<file path="src/hdl/pdfss_pkg.sv">
// shared types, constants and the target-map function of the pwm duty follower with soft start
// no dependencies; imported by every module of the block
package pdfss_pkg;

    // field and storage widths
    localparam int IN_WIDTH    = 24;
    localparam int COUNT_WIDTH = 24;
    localparam int SUM_WIDTH   = COUNT_WIDTH + 4;
    localparam int DIV_WIDTH   = SUM_WIDTH + 4;
    localparam int PCT_WIDTH   = 7;
    localparam int CFG_WIDTH   = 16;
    localparam int CMP_WIDTH   = 16;
    localparam int STEP_WIDTH  = 10;
    localparam int HOLD_WIDTH  = 3;
    localparam int CNT_WIDTH   = 4;
    localparam int DIVC_WIDTH  = 3;

    // behaviour constants
    localparam int SAMPLE_SPACING = 10;
    localparam int HOLD_TICKS     = 5;
    localparam int ROUND_ADDS     = 8;
    localparam int ROUND_SHIFT    = 3;
    localparam int START_DUTY     = 5;
    localparam int PCT_SCALE      = 100;
    localparam int MAP_LOW        = 12;
    localparam int MAP_HIGH       = 85;
    localparam int MAP_OFFSET     = 22;
    localparam int FULL_LOW       = 1;
    localparam int HOLD_MAX       = 7;
    localparam int CARRIER_RESET  = 1999;
    localparam int QUO_BITS       = 7;

    // reciprocal of 100 for the compare step, exact for every operand from 1 to 65536
    localparam int RECIP_SHIFT = 23;
    localparam int RECIP_MULT  = ((1 << RECIP_SHIFT) + PCT_SCALE - 1) / PCT_SCALE;
    localparam int RECIP_WIDTH = 2 * (CFG_WIDTH + 1);

    // datapath commands issued by the sequencer
    typedef struct packed {
        logic sample;
        logic shift;
        logic div_init;
        logic div_step;
        logic map;
        logic ramp;
        logic cmp;
        logic load;
    } pdfss_cmd_t;

    // datapath status seen by the sequencer
    typedef struct packed {
        logic round_full;
    } pdfss_status_t;

    // measured duty to ramp target
    function automatic logic [PCT_WIDTH-1:0] map_target(input logic [PCT_WIDTH-1:0] m);
        logic [PCT_WIDTH-1:0] res;
        begin
            if (m >= PCT_WIDTH'(MAP_LOW) && m <= PCT_WIDTH'(MAP_HIGH))
            begin
                res = (m >> 1) + (m >> 2) + (m >> 3) + PCT_WIDTH'(MAP_OFFSET);
            end
            else if ((m >= PCT_WIDTH'(FULL_LOW) && m <= PCT_WIDTH'(START_DUTY))
                     || m > PCT_WIDTH'(MAP_HIGH))
            begin
                res = PCT_WIDTH'(PCT_SCALE);
            end
            else
            begin
                res = '0;
            end
            return res;
        end
    endfunction

endpackage

</file>
<file path="src/hdl/pdfss_datapath.sv">
// datapath: width sums, shift-subtract duty divider, target map, ramp and compare word
// depends on pdfss_pkg; driven by pdfss_ctrl through pdfss_cmd_t
module pdfss_datapath
    import pdfss_pkg::*;
(
    input  logic                   clk,
    input  logic                   rst_n,
    input  pdfss_cmd_t             cmd,
    output pdfss_status_t          status,
    input  logic [IN_WIDTH-1:0]    high_width,
    input  logic [IN_WIDTH-1:0]    low_width,
    input  logic                   cfg_we,
    input  logic [CFG_WIDTH-1:0]   cfg_data,
    output logic [CMP_WIDTH-1:0]   compare_value,
    output logic [PCT_WIDTH-1:0]   running_duty,
    output logic [PCT_WIDTH-1:0]   target_duty,
    output logic [PCT_WIDTH-1:0]   measured_duty,
    output logic                   duty_changed
);

    logic [CFG_WIDTH-1:0]   carrier_reg;
    logic [CNT_WIDTH-1:0]   spacing_reg;
    logic [CNT_WIDTH-1:0]   round_reg;
    logic [SUM_WIDTH-1:0]   high_sum_reg;
    logic [SUM_WIDTH-1:0]   low_sum_reg;
    logic [DIV_WIDTH-1:0]   rem_reg;
    logic [DIV_WIDTH-1:0]   dsh_reg;
    logic [QUO_BITS-1:0]    quo_reg;
    logic                   zero_reg;
    logic [PCT_WIDTH-1:0]   measured_reg;
    logic [PCT_WIDTH-1:0]   target_reg;
    logic [PCT_WIDTH-1:0]   running_reg;
    logic [HOLD_WIDTH-1:0]  hold_reg;
    logic                   changed_reg;
    logic [STEP_WIDTH-1:0]  step_reg;
    logic [CMP_WIDTH-1:0]   compare_reg;

    logic [PCT_WIDTH-1:0]   running_next;
    logic [HOLD_WIDTH-1:0]  hold_next;
    logic                   changed_next;
    logic [PCT_WIDTH-1:0]   measured_next;
    logic [SUM_WIDTH-1:0]   total;
    logic                   rem_ge;
    logic [RECIP_WIDTH-1:0] recip_prod;
    logic [CMP_WIDTH:0]     cmp_prod;

    assign status.round_full = (round_reg == CNT_WIDTH'(ROUND_ADDS));

    // configuration register
    always_ff @(posedge clk or negedge rst_n)
    begin
        if (!rst_n)
        begin
            carrier_reg <= CFG_WIDTH'(CARRIER_RESET);
        end
        else if (cfg_we)
        begin
            carrier_reg <= cfg_data;
        end
    end

    // sampling and round shift
    always_ff @(posedge clk or negedge rst_n)
    begin
        if (!rst_n)
        begin
            spacing_reg  <= '0;
            round_reg    <= '0;
            high_sum_reg <= '0;
            low_sum_reg  <= '0;
        end
        else if (cmd.sample)
        begin
            if (spacing_reg >= CNT_WIDTH'(SAMPLE_SPACING))
            begin
                high_sum_reg <= high_sum_reg + SUM_WIDTH'(high_width[COUNT_WIDTH-1:0]);
                low_sum_reg  <= low_sum_reg + SUM_WIDTH'(low_width[COUNT_WIDTH-1:0]);
                round_reg    <= round_reg + 1'b1;
                spacing_reg  <= '0;
            end
            else
            begin
                spacing_reg <= spacing_reg + 1'b1;
            end
        end
        else if (cmd.shift)
        begin
            round_reg    <= '0;
            high_sum_reg <= high_sum_reg >> ROUND_SHIFT;
            low_sum_reg  <= low_sum_reg >> ROUND_SHIFT;
        end
    end

    // divider: one quotient bit a cycle, quotient never above 100 when the width total is nonzero
    assign total  = high_sum_reg + low_sum_reg;
    assign rem_ge = (rem_reg >= dsh_reg);

    always_ff @(posedge clk)
    begin
        if (cmd.div_init)
        begin
            rem_reg  <= DIV_WIDTH'(high_sum_reg) * DIV_WIDTH'(PCT_SCALE);
            dsh_reg  <= DIV_WIDTH'(total) << (QUO_BITS - 1);
            quo_reg  <= '0;
            zero_reg <= (total == '0);
        end
        else if (cmd.div_step)
        begin
            if (rem_ge)
            begin
                rem_reg <= rem_reg - dsh_reg;
            end
            quo_reg <= {quo_reg[QUO_BITS-2:0], rem_ge};
            dsh_reg <= dsh_reg >> 1;
        end
    end

    assign measured_next = zero_reg ? '0 : PCT_WIDTH'(quo_reg);

    // soft-start ramp decision
    always_comb
    begin
        running_next = running_reg;
        hold_next    = hold_reg;
        changed_next = 1'b0;
        if (running_reg != '0)
        begin
            if (running_reg != target_reg)
            begin
                if (hold_reg < HOLD_WIDTH'(HOLD_MAX))
                begin
                    hold_next = hold_reg + 1'b1;
                end
                if (hold_reg > HOLD_WIDTH'(HOLD_TICKS) || hold_reg == HOLD_WIDTH'(HOLD_MAX))
                begin
                    if (running_reg > target_reg)
                    begin
                        running_next = running_reg - 1'b1;
                    end
                    else
                    begin
                        running_next = running_reg + 1'b1;
                    end
                    hold_next    = '0;
                    changed_next = 1'b1;
                end
            end
        end
        else if (target_reg != '0)
        begin
            running_next = PCT_WIDTH'(START_DUTY);
            hold_next    = '0;
            changed_next = 1'b1;
        end
    end

    // compare step as (period+1)/100 by reciprocal
    assign recip_prod = RECIP_WIDTH'({1'b0, carrier_reg} + 1'b1)
                        * RECIP_WIDTH'(RECIP_MULT);
    assign cmp_prod   = (CMP_WIDTH + 1)'(step_reg) * (CMP_WIDTH + 1)'(running_reg);

    // duty state
    always_ff @(posedge clk or negedge rst_n)
    begin
        if (!rst_n)
        begin
            measured_reg <= PCT_WIDTH'(10);
            target_reg   <= '0;
            running_reg  <= '0;
            hold_reg     <= '0;
            changed_reg  <= 1'b0;
            compare_reg  <= '0;
        end
        else
        begin
            if (cmd.map)
            begin
                measured_reg <= measured_next;
                target_reg   <= map_target(measured_next);
            end
            if (cmd.ramp)
            begin
                running_reg <= running_next;
                hold_reg    <= hold_next;
                changed_reg <= changed_next;
            end
            if (cmd.cmp && changed_reg)
            begin
                compare_reg <= cmp_prod[CMP_WIDTH-1:0];
            end
        end
    end

    always_ff @(posedge clk)
    begin
        if (cmd.ramp)
        begin
            step_reg <= recip_prod[RECIP_SHIFT +: STEP_WIDTH];
        end
    end

    // output beat register
    always_ff @(posedge clk)
    begin
        if (cmd.load)
        begin
            compare_value <= compare_reg;
            running_duty  <= running_reg;
            target_duty   <= target_reg;
            measured_duty <= measured_reg;
            duty_changed  <= changed_reg;
        end
    end

    // round counter never passes the round length
    a_round_bound: assert property (@(posedge clk) disable iff (!rst_n)
        round_reg <= CNT_WIDTH'(ROUND_ADDS))
        else $error("round counter past round length");

    // quotient is a percentage when the divider finishes
    a_quo_bound: assert property (@(posedge clk) disable iff (!rst_n)
        (cmd.map && !zero_reg) |-> (quo_reg <= QUO_BITS'(PCT_SCALE)))
        else $error("duty quotient above 100");

    // running duty stays a percentage
    a_running_bound: assert property (@(posedge clk) disable iff (!rst_n)
        running_reg <= PCT_WIDTH'(PCT_SCALE))
        else $error("running duty above 100");

endmodule

</file>
<file path="src/hdl/pdfss_ctrl.sv">
// sequencer of the pwm duty follower: one-hot state machine issuing datapath commands
// depends on pdfss_pkg; owns the input stall and the output valid
module pdfss_ctrl
    import pdfss_pkg::*;
(
    input  logic          clk,
    input  logic          rst_n,
    input  logic          in_valid,
    output logic          in_stall,
    output logic          out_valid,
    input  logic          out_stall,
    input  pdfss_status_t status,
    output pdfss_cmd_t    cmd
);

    typedef enum logic [8:0] {
        ST_IDLE  = 9'b000000001,
        ST_CHECK = 9'b000000010,
        ST_SHIFT = 9'b000000100,
        ST_DINIT = 9'b000001000,
        ST_DIV   = 9'b000010000,
        ST_MAP   = 9'b000100000,
        ST_RAMP  = 9'b001000000,
        ST_CMP   = 9'b010000000,
        ST_OUT   = 9'b100000000
    } state_t;

    state_t                state_reg;
    state_t                state_next;
    logic [DIVC_WIDTH-1:0] div_cnt_reg;
    logic [DIVC_WIDTH-1:0] div_cnt_next;
    logic                  out_valid_reg;
    logic                  out_valid_next;
    logic                  load_ok;

    assign in_stall  = (state_reg != ST_IDLE);
    assign out_valid = out_valid_reg;
    assign load_ok   = !out_valid_reg || !out_stall;

    // next state and commands
    always_comb
    begin
        state_next   = state_reg;
        div_cnt_next = div_cnt_reg;
        cmd          = '0;
        unique case (state_reg)
            ST_IDLE:
            begin
                if (in_valid)
                begin
                    cmd.sample = 1'b1;
                    state_next = ST_CHECK;
                end
            end
            ST_CHECK:
            begin
                state_next = status.round_full ? ST_SHIFT : ST_RAMP;
            end
            ST_SHIFT:
            begin
                cmd.shift  = 1'b1;
                state_next = ST_DINIT;
            end
            ST_DINIT:
            begin
                cmd.div_init = 1'b1;
                div_cnt_next = '0;
                state_next   = ST_DIV;
            end
            ST_DIV:
            begin
                cmd.div_step = 1'b1;
                if (div_cnt_reg == DIVC_WIDTH'(QUO_BITS - 1))
                begin
                    div_cnt_next = '0;
                    state_next   = ST_MAP;
                end
                else
                begin
                    div_cnt_next = div_cnt_reg + 1'b1;
                end
            end
            ST_MAP:
            begin
                cmd.map    = 1'b1;
                state_next = ST_RAMP;
            end
            ST_RAMP:
            begin
                cmd.ramp   = 1'b1;
                state_next = ST_CMP;
            end
            ST_CMP:
            begin
                cmd.cmp    = 1'b1;
                state_next = ST_OUT;
            end
            ST_OUT:
            begin
                if (load_ok)
                begin
                    cmd.load   = 1'b1;
                    state_next = ST_IDLE;
                end
            end
            default:
            begin
                state_next = ST_IDLE;
            end
        endcase
    end

    // output valid: set by a load, cleared when the beat is taken
    always_comb
    begin
        out_valid_next = out_valid_reg;
        if (cmd.load)
        begin
            out_valid_next = 1'b1;
        end
        else if (!out_stall)
        begin
            out_valid_next = 1'b0;
        end
    end

    always_ff @(posedge clk or negedge rst_n)
    begin
        if (!rst_n)
        begin
            state_reg     <= ST_IDLE;
            div_cnt_reg   <= '0;
            out_valid_reg <= 1'b0;
        end
        else
        begin
            state_reg     <= state_next;
            div_cnt_reg   <= div_cnt_next;
            out_valid_reg <= out_valid_next;
        end
    end

    // at most one datapath command a cycle
    a_cmd_onehot: assert property (@(posedge clk) disable iff (!rst_n)
        $onehot0(cmd))
        else $error("more than one datapath command");

    // divider count runs only while dividing
    a_divcnt_state: assert property (@(posedge clk) disable iff (!rst_n)
        (div_cnt_reg != '0) |-> (state_reg == ST_DIV))
        else $error("divider count outside divide state");

    // a load never overwrites a held beat
    a_load_free: assert property (@(posedge clk) disable iff (!rst_n)
        cmd.load |-> (!out_valid_reg || !out_stall))
        else $error("output beat overwritten while stalled");

    // a load always presents a beat next cycle
    a_load_valid: assert property (@(posedge clk) disable iff (!rst_n)
        cmd.load |=> out_valid_reg)
        else $error("load without output valid");

endmodule

</file>
<file path="src/hdl/pwm_duty_follower_soft_start.sv">
// top level of the pwm duty follower with soft start
// depends on pdfss_pkg, pdfss_ctrl and pdfss_datapath
//
//  channel | direction | handshake             | beat
//  in      | input     | in_valid / in_stall   | high_width, low_width
//  out     | output    | out_valid / out_stall | compare_value, running_duty, target_duty,
//          |           |                       | measured_duty, duty_changed
//  cfg     | input     | cfg_valid / cfg_ready | cfg_data (carrier_period)
//
// a tick passes from accept through the check, ramp and compare states to the output
// register; a tick that closes a round of eight adds also passes the shift, divider
// init, divide and map states, the divider yielding one bit of the 7-bit duty quotient a step.
// the next tick is accepted once the previous one sits in the output register.
// a stalled output beat holds; the sequencer then waits before loading the next.
// reset is asynchronous, active low; cfg_ready is always high.
module pwm_duty_follower_soft_start
    import pdfss_pkg::*;
(
    input  logic                 clk,
    input  logic                 rst_n,
    input  logic                 in_valid,
    output logic                 in_stall,
    input  logic [IN_WIDTH-1:0]  high_width,
    input  logic [IN_WIDTH-1:0]  low_width,
    output logic                 out_valid,
    input  logic                 out_stall,
    output logic [CMP_WIDTH-1:0] compare_value,
    output logic [PCT_WIDTH-1:0] running_duty,
    output logic [PCT_WIDTH-1:0] target_duty,
    output logic [PCT_WIDTH-1:0] measured_duty,
    output logic                 duty_changed,
    input  logic                 cfg_valid,
    output logic                 cfg_ready,
    input  logic [CFG_WIDTH-1:0] cfg_data
);

    pdfss_cmd_t    cmd;
    pdfss_status_t status;

    assign cfg_ready = 1'b1;

    // sequencer
    pdfss_ctrl u_ctrl (
        .clk       (clk),
        .rst_n     (rst_n),
        .in_valid  (in_valid),
        .in_stall  (in_stall),
        .out_valid (out_valid),
        .out_stall (out_stall),
        .status    (status),
        .cmd       (cmd)
    );

    // datapath
    pdfss_datapath u_datapath (
        .clk           (clk),
        .rst_n         (rst_n),
        .cmd           (cmd),
        .status        (status),
        .high_width    (high_width),
        .low_width     (low_width),
        .cfg_we        (cfg_valid && cfg_ready),
        .cfg_data      (cfg_data),
        .compare_value (compare_value),
        .running_duty  (running_duty),
        .target_duty   (target_duty),
        .measured_duty (measured_duty),
        .duty_changed  (duty_changed)
    );

endmodule
</file>
<file path="config.mk">
export PLATFORM = sky130hd
export DESIGN_NAME = pwm_duty_follower_soft_start
export DESIGN_NICKNAME = d
export VERILOG_FILES = /design/src/hdl/pdfss_pkg.sv /design/src/hdl/pdfss_datapath.sv /design/src/hdl/pdfss_ctrl.sv /design/src/hdl/pwm_duty_follower_soft_start.sv
export SDC_FILE = /design/constraint.sdc
export NUM_CORES = 1
export LEC_CHECK = 0
export ABC_AREA = 1
export BUFFER_PORTS_ARGS = -buffer_cell sky130_fd_sc_hd__buf_2
export CELL_PAD_IN_SITES_DETAIL_PLACEMENT = 1
export CELL_PAD_IN_SITES_GLOBAL_PLACEMENT = 2
export CORE_MARGIN = 5
export CORE_UTILIZATION = 41
export DETAILED_ROUTE_END_ITERATION = 12
export PLACE_DENSITY = 0.92
export SYNTH_ARGS = -nofsm -noshare
export SYNTH_HDL_FRONTEND = slang
export SYNTH_SLANG_ARGS = --single-unit
export TNS_END_PERCENT = 100
</file>
<file path="constraint.sdc">
create_clock -name clk -period 13.7 [get_ports clk]
set_input_delay 0.685 -clock clk [delete_from_list [all_inputs] [get_ports clk]]
set_output_delay 0.685 -clock clk [all_outputs]
set_load 0.05 [all_outputs]
</file>
==> Yosys cells after proc, flatten, opt, wreduce, memory -nomap -nowiden <==
Cells that the tools add are included.
{ "totals": {"wordCells": 148, "inputBits": 69, "regBits": 254, "out_inout_bits": 41} }
{ "classes": {"magnitude_cmp": 10, "n_mux": 51, "reduce_logical": 22, "addsub": 14, "n_eq_ne": 22, "n_mul": 3} }
{ "ops": {"columns": ["operator", "count"], "rows": [
  ["two-way mux 28 bit", 6],
  ["two-way mux 32 bit", 5],
  ["case mux 9 bit (9 select lines)", 1],
  ["two-way mux 7 bit", 9],
  ["adder 28 x 24 -> 28 bit", 2],
  ["multiplier 34 x 17 -> 33 bit (second input constant)", 1],
  [">= comparator 32 bit", 1],
  ["subtractor 32 bit", 1],
  ["multiplier 28 x 5 -> 30 bit (second input constant)", 1],
  ["adder 28 bit", 1],
  ["zero test 28 bit", 1],
  ["two-way mux 9 bit", 3],
  ["two-way mux 3 bit", 6],
  ["adder 16 x 1 -> 17 bit (second input constant)", 1],
  ["multiplier 10 x 7 -> 16 bit", 1],
  ["two-way mux 1 bit", 16],
  ["two-way mux 4 bit", 4],
  ["nonzero test 7 bit", 2],
  ["nonzero test 2 bit", 5],
  ["equality test 9 x 1 -> 1 bit (second input constant)", 1],
  ["equality test 9 x 2 -> 1 bit (second input constant)", 1],
  ["equality test 9 x 3 -> 1 bit (second input constant)", 1],
  ["equality test 9 x 4 -> 1 bit (second input constant)", 1],
  ["equality test 9 x 5 -> 1 bit (second input constant)", 1],
  ["other kinds (34)", 50]
]} }

==> Depth between registers and ports, before layout <==
Gate-level depths: netlist of the first run.
{ "depth": {"depth_word": 6, "ltp_mapped": 34, "ltp_nobuf": 34} }

==> Cells and area by module <==
Synthesis of the first run repeated with hierarchy kept, for this count alone.
{ "hier_totals": {"cells_unflattened": 4066, "hier_area_um2": 29940.0} }
{ "by_module_without_submodules": {"columns": ["module", "cells_each", "area_per_inst_um2", "seq_area_each_um2", "instances"], "rows": [
  ["pdfss_datapath", 3946, 29095.4, 6495.0, 1],
  ["pdfss_ctrl", 118, 833.3, 326.6, 1],
  ["pwm_duty_follower_soft_start", 2, 11.3, 0.0, 1]
]} }

==> Least setup slack after synthesis of the first run <==
No wires, ideal clock.
{ "synth_timing": {"kind": "register to register", "from": "reg u_datapath.carrier_reg[0]", "to": "reg u_datapath.step_reg[9] (data pin)", "slack_ns": 7.106, "required_ns": 13.448, "arrival_time_ns": 6.342, "setup_time_ns": 0.252, "path_stages_with_launch": 30, "synth_period_minus_slack_ns": 6.594, "path_buffers": 0, "path_cell_list": "dfstp_2 > ha_1 > nand4_1 > nor2_2 > nand3_2 > inv_1 > nand2_2 > nor2_1 > xor2_1 > inv_1 > fa_1 > inv_1 > ha_1 > inv_1 > fa_1 > inv_1 > fa_1 > inv_1 > fa_1 > inv_1 > ha_1 > ha_1 > a21o_1 > o21bai_1 > a21oi_1 > nor2_1 > a211oi_1 > nand2_1 > nand2_1 > nand2_1"} }
{ "synth_via": {"elab_chain_len": 2} }
{ "synth_lines": {"columns": ["item", "line_no", "text"], "rows": [
  ["start: declaration", "pdfss_datapath.sv:21", "logic [CFG_WIDTH-1:0] carrier_reg;"],
  ["start signal: assignment", "pdfss_datapath.sv:54", "carrier_reg <= CFG_WIDTH'(CARRIER_RESET);"],
  ["start signal: assignment", "pdfss_datapath.sv:58", "carrier_reg <= cfg_data;"],
  ["adder 16 x 1 -> 17 bit", "pdfss_datapath.sv:158", "assign recip_prod = RECIP_WIDTH'({1'b0, carrier_reg} + 1'b1)"],
  ["multiplier 34 x 17 -> 33 bit", "pdfss_datapath.sv:159", "* RECIP_WIDTH'(RECIP_MULT);"],
  ["net u_datapath.recip_prod[32]", "pdfss_datapath.sv:44", "logic [RECIP_WIDTH-1:0] recip_prod;"],
  ["end signal: assignment", "pdfss_datapath.sv:198", "step_reg <= recip_prod[RECIP_SHIFT +: STEP_WIDTH];"],
  ["end: declaration", "pdfss_datapath.sv:35", "logic [STEP_WIDTH-1:0] step_reg;"]
]} }
The timed path passes the listed nets, and every way through them passes these cells.
A chain may end at the register's enable or synchronous reset.

==> Worst setup path in the final report of the first run <==
Ends and elaborated chain as after synthesis.

==> results of run 1 <==
[synthesized netlist by cell type (26+ instances only)]
| library cell | instances |
|---|---|
| nand4_1 | 39 |
| inv_1 | 809 |
| nor2_1 | 292 |
| a21oi_1 | 227 |
| nand2_1 | 967 |
| o22ai_1 | 41 |
| clkbuf_1 | 26 |
| xor2_1 | 48 |
| ha_1 | 413 |
| nor3_1 | 39 |
| fa_1 | 178 |
| xnor2_1 | 40 |
| dfrtp_1 | 122 |
| edfxtp_1 | 105 |
| o21bai_1 | 27 |
| nand3_1 | 195 |
| o21ai_0 | 218 |
[path summary, 6_finish.rpt]
path / slack [ns] / depth (start not counted) / endpoint / startpoint
min: 0.18 / 1 / u_datapath.measured_reg[0] / rst_n
max in group asynchronous: 12.17 / 2 / u_datapath.high_sum_reg[6] / rst_n
max reg2reg: 6.25 / 29 / u_datapath.step_reg[9] / u_datapath.carrier_reg[0]
max: 6.25 / 29 / u_datapath.step_reg[9] / u_datapath.carrier_reg[0]
min reg2reg: 0.45 / 0 / u_datapath.compare_value[15] / u_datapath.compare_reg[15]
min in group clk: 0.35 / 3 / u_datapath.carrier_reg[12] / cfg_data[12]
[placed cells by master, fill, tap and decap left out, types with 5 or more instances in the layout]
master     count
nand2_1      967
o211ai_1      12
fa_1         178
nand3_1      195
or2_2         17
o21ai_0      218
o21ai_1       20
o21a_1        13
dfstp_2       12
inv_1        809
xnor2_1       40
ha_1         413
nor3_1        39
nor4_1        10
nand4_1       39
a31oi_1       20
bufinv_16      6
dfxtp_1       15
edfxtp_1     105
o21bai_1      27
clkbuf_16     34
buf_4          8
nand2_2       11
nor2_2         8
clkbuf_8       6
buf_2        107
a21boi_0       5
inv_2         10
nand3b_1      12
o22ai_1       41
o31ai_1        5
xor2_1        48
dfrtp_1      122
a21o_1        23
a21oi_1      227
nor2_1       291
[kinds of logic (layout without fill, tap and decap cells)]
logic type	Yosys count	in the layout	share of synthesized area, %
adder cells (fa/ha/maj)	591	591	29.1
AO/OA/AOI/OAI	625	625	11.6
multiplexers	2	2	0.0752
XOR/XNOR	92	92	2.90
buffers and inverters	870	998	11.1
other	1	1	0.0125
flip-flops	254	254	22.8
AND/OR/NAND/NOR	1611	1611	22.5
[layer usage]
| layer | share of wire [%] | vias up | global-route usage (%) |
|---|---|---|---|
| met5 | 0 | - | 0 |
| met4 | 1.9 | 0 | 4.67 |
| met3 | 3.7 | 94 | 2.48 |
| met2 | 46 | 394 | 39.1 |
| met1 | 48 | 13000 | 33.6 |
| li1 | - | 13200 | - |
[cell type report]
class | instances | area, um2 | share of cell area (%)
multi-input cells | 2922 | 19800 | 60.5
clock buffers | 42 | 941 | 2.87
clock inverters | 19 | 319 | 0.973
repair buffers | 116 | 607 | 1.85
inverters | 821 | 3080 | 9.40
flip-flops and latches | 254 | 6820 | 20.8
well taps | 959 | 1200 | 3.66
[metrics by stage]
step                worst slack (ns)  area [um2]  utilization, %
floorplan                       7.11       30000               -
global placement                6.43       31500            43.4
detailed placement              6.21       31500            43.4
CTS                             6.21       32800            45.1
global route                    5.67       32800            45.1
finish                          6.25       32800            45.1
[worst max-delay path, delay by kind of cell, from the launching register on]
| family | cells | cell delay (ns) |
|---|---|---|
| fa+ha+maj | 8 | 3.29 |
| flops | 1 | 0.56 |
| simple gates | 9 | 1.05 |
| xor+xnor | 1 | 0.74 |
| compound gates | 4 | 0.89 |
| buf+inv | 7 | 0.68 |
==> impl_metrics.yaml, run 1 <==
cells_and_area:
  area_delta_synth_final_pct: 9.50
  fill_cells: 9174
  fin_nets: 4809
  final_cell_count_no_fill: 5133
  n_antenna_cell: 0
  drive_gt1_share_pct: 6.21
cts:
  clk_path_buf_depth: 3
  cts.repair.resized: 0
  h-tree-depth: 2
  cts.clk_slew.worst_paths_ns: 0.06
  cts.sinks: 254
  cts_buffers: 34
  clk_latency_ns: 0.57
  ctsRootBufferMaster: "clkbuf_16"
  tritoncts: "done"
  cts_setup_buffers: 0
  postCtsHoldBufs: 0
timing:
  period_share_pct: 54.4
  fin_setup_tns_ns: 0
  skew_ns: 0.0323
  setup_viol: 0
  maxClockFrequency_ghz: 0.134
  rsz0062_at_grt: "false"
  hold_viol_final: 0
  slew_headroom_pct: 29.3
  worstMarginPinSlew_ns: 1.06
  drv_slew: 0
  whs_ns: 0.181
  fin_crit_ns: 7.45
grt:
  grt_pass1_wl_um: 150000
  track_usage_pct: 23.5
  first_global_vias: 28000
  globalRouteOverflowTotal: 0
  antenna_found_initial: 0
  grt_max_degree: 86
setup_path:
  path_max_fanout: 8
  crit_required_ns: 14.02
  crit_path_end_kind: "register"
  crit_type: "reg2reg"
  cp-start-kind: "register"
  slowest_delay_ns: 0.74
  crit_arrival_ns: 7.77
  slowest_stage: "xor2_1"
  path_common_cell: "inv_1"
logic_synthesis:
  yosysSeqAreaShare_pct: 22.8
  synth_seq_cells: 254
  dominantRegCellSynth: "dfrtp_1"
  postSynth.asyncResetShare_pct: 52.8
  yosys-top-cells-area: "ha_1, nand2_1, fa_1"
  syn-num-nets: 4706
  synth_top_area_cell: "ha_1"
  synth_edf_count: 105
  ys_types: 62
  syn_area_mm2: 0.0300
  syn_inst: 4046
  syn_avg_cell_area_um2: 7.41
  yosys.area.top_type_share_pct: 17.2
  yosys_warnings: 0
floorplanning:
  die_h_um: 280
  die_area_mm2: 0.0786
  start_util_pct: 41.2
  std_cell_rows: 99
  coreArea_mm2: 0.0727
  die_w_um: 280
  ios: 110
route:
  via_per_inst: 5.19
  wl_per_cell_um: 18.1
  wirelength_um: 92800
  ant_nets: 0
  dr.pass1.iters: 5
  vias: 26600
  drcViolationCount: 0
  drtIter0Drc: 1474
placement:
  io_buffers: 108
  globalplace.congestion: 0.911
  place_hpwl_um: 76900
  dp_cells: 5072
run:
  maxCapViolations: 0
run_status:
  status: "complete, no violations"
hold_path:
  min_path_type: "in2async"
Power of run 1 is not shown: default switching activity piles up to over one toggle a cycle in this logic, so the estimate is an artifact.
==> run 2: changes to the inputs <==
- ABC_AREA: 1 -> 0
- CORE_UTILIZATION: 41 -> 37
- PLACE_DENSITY: 0.92 -> 0.83
- clock period: 13.7 -> 6.1 ns (I/O delays scaled with it)
==> run 2 against run 1 <==
Against the previous run:
- the run now ends with negative setup slack left
- count of clock-buffer cells in the layout shrank 8
- hold slack lost 0.086 ns
- cell count shrank 19%
- wire length shrank 17%
- die area shrank 0.69%
- via count shrank 19%
- critical endpoint unchanged
- largest cell class unchanged
==> impl_metrics.yaml, run 2 <==
cells_and_area:
  stdcell_area_mm2: 0.0314
  n_antenna_cell: 0
  area_delta_synth_final_pct: 16.9
  final_cell_count_no_fill: 4158
  drive_gt1_share_pct: 14.4
  fin_nets: 3844
  final_cell_mix: "inv_1, ha_1, nand2_1"
  final_common_cell: "inv_1"
  fill_cells: 8299
run_status:
  status: "complete, but fails checks"
  violations: "negative setup slack"
cts:
  clk_path_buf_depth: 3
  cts.clk_slew.worst_paths_ns: 0.06
  ctsRootBufferMaster: "clkbuf_16"
  cts_buffers: 30
  cts.sinks: 254
  clk_latency_ns: 0.59
  tritoncts: "done"
  h-tree-depth: 1
timing:
  setup_viol: 10
  rsz0062_at_grt: "true"
  skew_ns: 0.0240
  layout_setup_ws_ns: -0.683
  fin_crit_ns: 6.78
  drv_slew: 0
  worstMarginPinSlew_ns: 1.09
  maxClockFrequency_ghz: 0.147
  hold_viol_final: 0
  period_share_pct: 111
  slew_headroom_pct: 26.9
logic_synthesis:
  postSynth.asyncResetShare_pct: 52.8
  ys_top_cells_by_count: "inv_1, ha_1, nand2_1"
  ys_types: 78
  yosysMostFrequentCell: "inv_1"
  syn_area_mm2: 0.0268
  yosys-top-cells-area: "ha_1, fa_1, edfxtp_1"
  syn_inst: 2932
  yosysSeqAreaShare_pct: 25.4
  yosys_warnings: 0
  dominantRegCellSynth: "dfrtp_1"
  yosys.area.top_type_share_pct: 19.2
  syn-num-nets: 3592
  syn_avg_cell_area_um2: 9.16
  synth_seq_cells: 254
  synth_edf_count: 105
  synth_top_area_cell: "ha_1"
setup_path:
  cp-start-kind: "register"
  path_max_fanout: 4
  crit_path_end_kind: "register"
  crit_type: "reg2reg"
  crit_arrival_ns: 7.11
  crit_required_ns: 6.43
route:
  dr.pass1.iters: 5
  drtIter0Drc: 900
  wl_per_cell_um: 18.5
  ant_nets: 0
  via_per_inst: 5.17
  wirelength_um: 77100
  drcViolationCount: 0
  vias: 21500
power_and_ir_drop:
  p_int_uw: 9710
  p_sw_uw: 9260
  power_density_mw_per_mm2: 605
  seqPwrFrac_pct: 12.7
  p_sw_share_pct: 48.8
  p_leak_uw: 0.0154
  p_comb_share_pct: 77.0
  peakVddDrop_mv: 0.669
  clockPowerShare_pct: 10.3
floorplanning:
  die_area_mm2: 0.0780
  std_cell_rows: 98
  ios: 110
  die_h_um: 279
  die_w_um: 279
  start_util_pct: 37.4
  coreArea_mm2: 0.0717
grt:
  first_global_vias: 23700
  globalRouteOverflowTotal: 0
  grt_pass1_wl_um: 127000
  track_usage_pct: 19.6
  grt_max_degree: 77
  antenna_found_initial: 0
placement:
  place_hpwl_um: 62100
  dpl_cell_area_mm2: 0.0296
  globalplace.congestion: 0.886
  dp_cells: 4057
  io_buffers: 108
run:
  maxCapViolations: 0
hold_path:
  min_path_type: "in2reg"
## run 2: area by class of cell
cell class | count | area, um2 | share of cell area [%]
repair buffers | 284 | 1940 | 6.19
inverters | 466 | 1750 | 5.59
multi-input cells | 2148 | 18600 | 59.3
flip-flops and latches | 254 | 6820 | 21.7
clock inverters | 22 | 274 | 0.873
clock buffers | 34 | 787 | 2.51
well taps | 950 | 1190 | 3.79
## run 2: metrics by stage
step | TNS [ns] | setup slack [ns] | util, % | hold slack, ns | total power [uW]
finish | -4.05 | -0.683 | 43.8 | 0.0952 | 19000
global placement | -4.17 | -0.752 | 41.3 | 0.407 | 15300
global route | -5.79 | -0.876 | 43.8 | 0.0493 | 21100
CTS | -3.16 | -0.622 | 43.6 | 0.0449 | 18600
floorplan | -2.57 | -0.608 | - | 0.00941 | 11900
detailed placement | -6.12 | -0.967 | 41.3 | 0.411 | 16000
## run 2: logic make-up after synthesis
group / synth area share, %
adders and majority gates: 32.5
AOI/OAI and AO/OA: 15.4
xor gates and xnor gates: 6.10
muxes: 1.05
and+or+nand+nor: 12.1
buffers and inverters: 7.45
DFF: 25.4
other: 0.0140
## run 2: timing repair
action,CTS,global route
endpoints found under the hold margin,83,0
endpoints found under the setup margin,10,10
resized for setup,55,12
hold buffers,18,0
setup buffers,23,4
pin swaps,35,19
## run 2: critical path, cell delays in order, from the launching register on
cell     delay, ns
dfstp_2       0.55
nand3_4       0.10
nor2_4        0.12
and2_4        0.19
and3_4        0.18
and3_4        0.21
xor2_4        0.26
buf_6         0.14
ha_4          0.19
fa_1          0.49
inv_1         0.06
fa_2          0.52
inv_2         0.04
fa_2          0.43
fa_1          0.52
inv_1         0.05
fa_1          0.49
inv_2         0.05
ha_4          0.26
and3_4        0.19
nand2_2       0.05
a211o_1       0.33
a31oi_4       0.20
a31o_4        0.20
nor4_4        0.04
o41ai_2       0.41
a21oi_1       0.14
xnor2_1       0.13
## run 2: routing by layer
layer,global-route usage (%),vias to the layer above,routed length [um],part of all wire (%)
met5,0,-,0,0
met4,3.70,0,1460,1.9
met2,33.1,262,36100,47
met1,27.9,10700,37400,49
li1,-,10500,-,-
met3,1.67,68,2140,2.8
## run 2: final timing paths
path	startpoint	to	slack [ns]	cells after the start
min in group asynchronous	rst_n	u_datapath.low_sum_reg[22]	0.34	2
min	cfg_data[14]	u_datapath.carrier_reg[14]	0.1	2
max in group asynchronous	rst_n	u_datapath.hold_reg[0]	4.41	3
min reg2reg	u_datapath.compare_reg[10]	u_datapath.compare_value[10]	0.44	0
max reg2reg	u_datapath.carrier_reg[3]	u_datapath.step_reg[9]	-0.68	27
max	u_datapath.carrier_reg[3]	u_datapath.step_reg[9]	-0.68	27
## run 2: power groups by stage
| stage | combinational (uW) | sequential (uW) | clock (uW) |
|---|---|---|---|
| detailed placement | 13500 | 2430 | 0 |
| CTS | 14100 | 2400 | 2030 |
| global route | 16600 | 2430 | 2100 |
| floorplan | 9610 | 2280 | 0 |
| global placement | 12900 | 2420 | 0 |
| finish | 14600 | 2400 | 1960 |
Power figures use the tool's default switching activity.
